## src/rtl/core/twai_pkg.sv

```systemverilog
// shared types and constants for the triangle area weighted interpolation block
`timescale 1ns / 1ps

package twai_pkg;

   localparam int COORD_W     = 24;
   localparam int VALUE_W     = 32;
   localparam int WEIGHT_BITS = 18;
   localparam int WEIGHT_FRAC = 16;

   localparam int SIDE_RAD_W  = 2 * COORD_W + 2;
   localparam int SIDE_W      = SIDE_RAD_W / 2;
   localparam int FACT_W      = SIDE_W + 2;
   localparam int AREA_RAD_W  = 4 * FACT_W;
   localparam int AREA_W      = AREA_RAD_W / 2;
   localparam int NUM_W       = AREA_W + WEIGHT_BITS;

   localparam int AREA_LAT    = 4 + AREA_W;
   localparam int WEIGHT_LAT  = 1 + WEIGHT_BITS;
   localparam int VAL_DELAY   = 2 + SIDE_W + AREA_LAT + WEIGHT_LAT;
   localparam int TOTAL_LAT   = VAL_DELAY + 4;

   localparam logic [WEIGHT_BITS-1:0] WEIGHT_MAX = {WEIGHT_BITS{1'b1}};

   typedef struct packed {
      logic signed [COORD_W-1:0] query_x;
      logic signed [COORD_W-1:0] query_y;
      logic signed [COORD_W-1:0] corner_a_x;
      logic signed [COORD_W-1:0] corner_a_y;
      logic signed [COORD_W-1:0] corner_b_x;
      logic signed [COORD_W-1:0] corner_b_y;
      logic signed [COORD_W-1:0] corner_c_x;
      logic signed [COORD_W-1:0] corner_c_y;
      logic signed [VALUE_W-1:0] value_at_a;
      logic signed [VALUE_W-1:0] value_at_b;
      logic signed [VALUE_W-1:0] value_at_c;
   } req_type;

   typedef struct packed {
      logic signed [VALUE_W-1:0]  blended_value;
      logic [WEIGHT_BITS-1:0]     weight_a;
      logic [WEIGHT_BITS-1:0]     weight_b;
      logic [WEIGHT_BITS-1:0]     weight_c;
      logic                       degenerate;
      logic                       clipped;
   } rsp_type;

   typedef struct packed {
      logic signed [VALUE_W-1:0] a;
      logic signed [VALUE_W-1:0] b;
      logic signed [VALUE_W-1:0] c;
   } values_type;

   typedef struct packed {
      logic [WEIGHT_BITS-1:0] weight;
      logic                   sat;
   } weight_out_type;

endpackage

```

## src/rtl/core/twai_weight.sv

```systemverilog
// weight divider: saturation check then one quotient bit per stage
`timescale 1ns / 1ps

module twai_weight (
   input  logic                          clock,
   input  logic [twai_pkg::AREA_W-1:0]   part,
   input  logic [twai_pkg::AREA_W-1:0]   total,
   output twai_pkg::weight_out_type      result
);

   localparam int NW = twai_pkg::NUM_W;
   localparam int WB = twai_pkg::WEIGHT_BITS;
   localparam int AW = twai_pkg::AREA_W;

   logic [NW-1:0] num_ff   [WB+1];
   logic [AW-1:0] total_ff [WB+1];
   logic [WB-1:0] q_ff     [WB+1];
   logic          sat_ff   [WB+1];

   always_ff @(posedge clock) begin
      num_ff[0]   <= NW'(part) << twai_pkg::WEIGHT_FRAC;
      total_ff[0] <= total;
      q_ff[0]     <= '0;
      sat_ff[0]   <= {2'b00, part} >= {total, 2'b00};
   end

   for (genvar i = 1; i <= WB; i++) begin : g_div
      logic [NW-1:0] d;
      logic          ge;
      assign d  = NW'(total_ff[i-1]) << (WB - i);
      assign ge = num_ff[i-1] >= d;
      always_ff @(posedge clock) begin
         num_ff[i]   <= ge ? num_ff[i-1] - d : num_ff[i-1];
         total_ff[i] <= total_ff[i-1];
         q_ff[i]     <= {q_ff[i-1][WB-2:0], ge};
         sat_ff[i]   <= sat_ff[i-1];
      end
   end

   assign result.weight = sat_ff[WB] ? twai_pkg::WEIGHT_MAX : q_ff[WB];
   assign result.sat    = sat_ff[WB];

endmodule

```

## config.mk

```make
export PLATFORM = sky130hd
export DESIGN_NAME = twai_weight
export DESIGN_NICKNAME = d
export VERILOG_FILES = /design/src/rtl/core/twai_pkg.sv /design/src/rtl/core/twai_weight.sv
export SDC_FILE = /design/constraint.sdc
export NUM_CORES = 2
export LEC_CHECK = 0
export ABC_AREA = 0
export BUFFER_PORTS_ARGS = -buffer_cell sky130_fd_sc_hd__buf_2
export CORE_AREA = 2 2 455 457
export CTS_CLUSTER_DIAMETER = 30
export CTS_CLUSTER_SIZE = 25
export DETAILED_ROUTE_END_ITERATION = 6
export DIE_AREA = 0 0 457 459
export GPL_ROUTABILITY_DRIVEN = 1
export PLACE_DENSITY = 0.77
export SLEW_MARGIN = 20
export SYNTH_ARGS = -nofsm -noshare
export SYNTH_HDL_FRONTEND = slang
export SYNTH_SLANG_ARGS = --single-unit
export TNS_END_PERCENT = 1
```

## constraint.sdc

```tcl
create_clock -name clock -period 3.76 [get_ports clock]
set_input_delay 0.376 -clock clock [delete_from_list [all_inputs] [get_ports clock]]
set_output_delay 0.376 -clock clock [all_outputs]
set_load 0.03 [all_outputs]
```

==> results.json <==
{
  "ys_seq_elements": 2288,
  "violations": "setup timing",
  "synth_adder_area_share_pct": 11.08,
  "final_area_um2": 150800,
  "die_w_um": 457,
  "setup.worst_path.end_class": "register",
  "numCtsBuffers": 450,
  "cp.required_ns": 4.65,
  "holdWs_ns": 0.03451,
  "busiest_layer": "met2",
  "synth_edf_count": 0,
  "yosys_warnings": 0,
  "area_delta_synth_final_pct": 27.34,
  "io_buffer_count": 127,
  "critPathArrivalTime_ns": 4.98,
  "h-tree-depth": 5,
  "clock_latency_ns": 1.01,
  "die-area_um2": 209800,
  "cts.path.max_buffers": 4,
  "wl_um": 373500,
  "use_met3_pct": 4.303,
  "final_nets": 16850,
  "synth_mux_area_share_pct": 1.269,
  "wl_per_cell_um": 19.91,
  "yosys.area.top_type": "dfxtp_1",
  "use_met2_pct": 66.17,
  "via_per_inst": 5.681,
  "dpl_cell_area_um2": 132100,
  "max_slew_margin_pct": 36.38,
  "yosys.area.top_type_share_pct": 38.67,
  "layout_min_cycle_time_ns": 4.087,
  "cts_sinks": 2288,
  "leakage_nw": 70.66,
  "totalPowerFinal_mw": 146.9,
  "ys_top_cells_by_count": "2288 x dfxtp_1, 1373 x a21oi_1, 1294 x inv_1",
  "hold_violations": 0,
  "drv_cap": 0,
  "setup_viol_count_final": 54,
  "max_freq_ghz": 0.2447,
  "synthFlopType": "dfxtp_1",
  "grt_setup_unrepaired": "yes",
  "syn-cell-area_um2": 118500,
  "synth_compound_area_share_pct": 21.28,
  "io_pins": 128,
  "synthSimpleGateAreaFrac_pct": 14.40,
  "status": "finished, violations left",
  "syn_inst": 14000,
  "crit_fanout": 5,
  "synth_top_family_by_area": "compound AO/OA/AOI/OAI gates",
  "final_util_pct": 73.36,
  "p_per_area_nw_per_um2": 973.8,
  "tightest_slew_ns": 0.9531,
  "globalRouteOverflowTotal": 0,
  "cts_root_buffer": "clkbuf_16",
  "hpwl_um": 279000,
  "gr-usage-all-layers_pct": 33.80,
  "met1_usage_pct": 30.18,
  "start_util_pct": 57.61,
  "drt_iter0_markers": 6291,
  "setup_ws_ns": -0.3269,
  "cts_tree": "done",
  "ys_seq_area_share_pct": 38.67,
  "dr_total_vias": 106600,
  "dp.cells": 17780,
  "syn_area_per_cell_um2": 8.459,
  "syn-num-nets": 15150,
  "finalCritPeriodShare_pct": 108.7,
  "critPathLaunchType": "register",
  "clkTransAtPathRegs_ns": 0.07,
  "ir_drop_v": 0.0006010,
  "grt_max_degree": 101,
  "slew_violations": 0,
  "first_pass_iters": 6,
  "core-area_um2": 205600,
  "synth.area.top_cells": "dfxtp_1 39%, ha_1 11%, a21oi_1 5.8%",
  "dieHeight_um": 459,
  "ys_types": 100,
  "final_cells": 18760,
  "yosysMostFrequentCell": "dfxtp_1",
  "rows": 167,
  "hold_class": "in2reg",
  "async_flop_share_pct": 0,
  "final_antenna_net_count": 0,
  "place.gp.congestion": 0.9567,
  "grt_pass1_wl_um": 566200,
  "crit_type": "reg2reg",
  "drc": 0,
  "fin_skew_ns": 0.06435,
  "final_layout_size_suffix_gt1_share_pct": 17.86,
  "antenna_found_initial": 5,
  "synth_xor_area_share_pct": 7.335,
  "grt_pass1_vias": 110000
}
==> worst paths after layout <==
| check | startpoint | endpoint | slack (ns) | depth (start not counted) |
|---|---|---|---|---|
| min reg2reg | q_ff[11][2] | q_ff[12][3] | 0.32 | 0 |
| min | total[51] | total_ff[0][51] | 0.03 | 2 |
| max reg2reg | total_ff[0][3] | num_ff[1][67] | -0.33 | 15 |
| max | total_ff[0][3] | num_ff[1][67] | -0.33 | 15 |
==> cell usage in the layout, fill, tap and decap left out, types with 40 or more instances in the layout <==
| master | n |
|---|---|
| o21ai_0 | 1009 |
| or2_2 | 51 |
| xor2_1 | 436 |
| o21ai_1 | 40 |
| ha_1 | 1012 |
| bufinv_16 | 63 |
| a21o_1 | 678 |
| o31ai_1 | 47 |
| a21boi_0 | 48 |
| dfxtp_1 | 2282 |
| and3_1 | 88 |
| a21oi_1 | 1347 |
| nand2b_1 | 123 |
| nor3_1 | 197 |
| clkinvlp_4 | 44 |
| a211oi_1 | 63 |
| buf_4 | 1487 |
| mux2_2 | 129 |
| xnor2_1 | 555 |
| inv_1 | 1292 |
| clkbuf_1 | 46 |
| nand2_1 | 1206 |
| buf_2 | 127 |
| nor2_1 | 856 |
| nor4_1 | 80 |
| dlygate4sd3_1 | 146 |
| o21a_1 | 85 |
| clkbuf_16 | 461 |
| nand4_1 | 313 |
| or3_1 | 75 |
| clkbuf_8 | 64 |
| o21bai_1 | 168 |
| nor2b_1 | 115 |
| a31oi_1 | 97 |
| clkinv_2 | 59 |
| and2_1 | 55 |
| nand3_1 | 226 |
| o211ai_1 | 63 |
==> critical path, cell delays in order, from the launching register on <==
cell	delay (ns)
dfxtp_1	0.36
inv_1	0.17
ha_1	0.40
o211ai_1	0.37
a21o_4	0.33
a2111oi_4	0.46
nor2_4	0.11
o41ai_2	0.20
buf_4	0.20
a21oi_4	0.11
o31ai_4	0.25
buf_4	0.16
nand3_2	0.11
a31o_4	0.30
xnor2_1	0.15
mux2_2	0.27
==> cell families after synthesis <==
group,Yosys count
compound gates,4104
mux,134
xor+xnor,992
simple gates,3590
flops,2288
fa+ha+maj,1039
buf+inv,1857
==> registers in the layout, summed over array words and instances (netlist names) <==
signal / count
num_ff: 1126
q_ff: 171
sat_ff: 19
total_ff: 972
==> timing repair <==
item,CTS,global route
hold buffers,146,0
gates cloned,0,8
endpoints found under the setup margin,379,648
hold endpoints to repair,109,0
gates resized for setup,51,216
buffers inserted,2,11
pin swaps,15,49
==> cell type report <==
type | instances | area [µm²]
antenna | 4 | 10.01
clock buffer | 564 | 12410
clock inverter | 246 | 3407
fill | 15210 | 54770
inverter | 1299 | 4883
multi-input combinational | 9859 | 66860
sequential | 2288 | 45810
tap | 2704 | 3383
timing repair buffer | 1800 | 14070
==> power by group <==
part           switching (mW)  internal (mW)  total [mW]
clock                    13.2           27.7        40.8
sequential               4.73           31.6        36.4
combinational            38.3           31.4        69.7
total                    56.2           90.7         147
==> layer usage <==
layer	part of all wire (%)	up-vias
met1	33	49240
met3	3.8	1492
met5	0	-
met4	10	0
li1	-	52350
met2	53	3513
==> per-stage QoR <==
step	setup TNS (ns)	setup slack (ns)
finish	-6.357	-0.3269
global route	-18.40	-0.4954
CTS	-0.5448	-0.1251
detailed placement	-7.783	-0.4330
global placement	-3.853	-0.3778
floorplan	0	0.1743
Power figures use the tool's default switching activity.
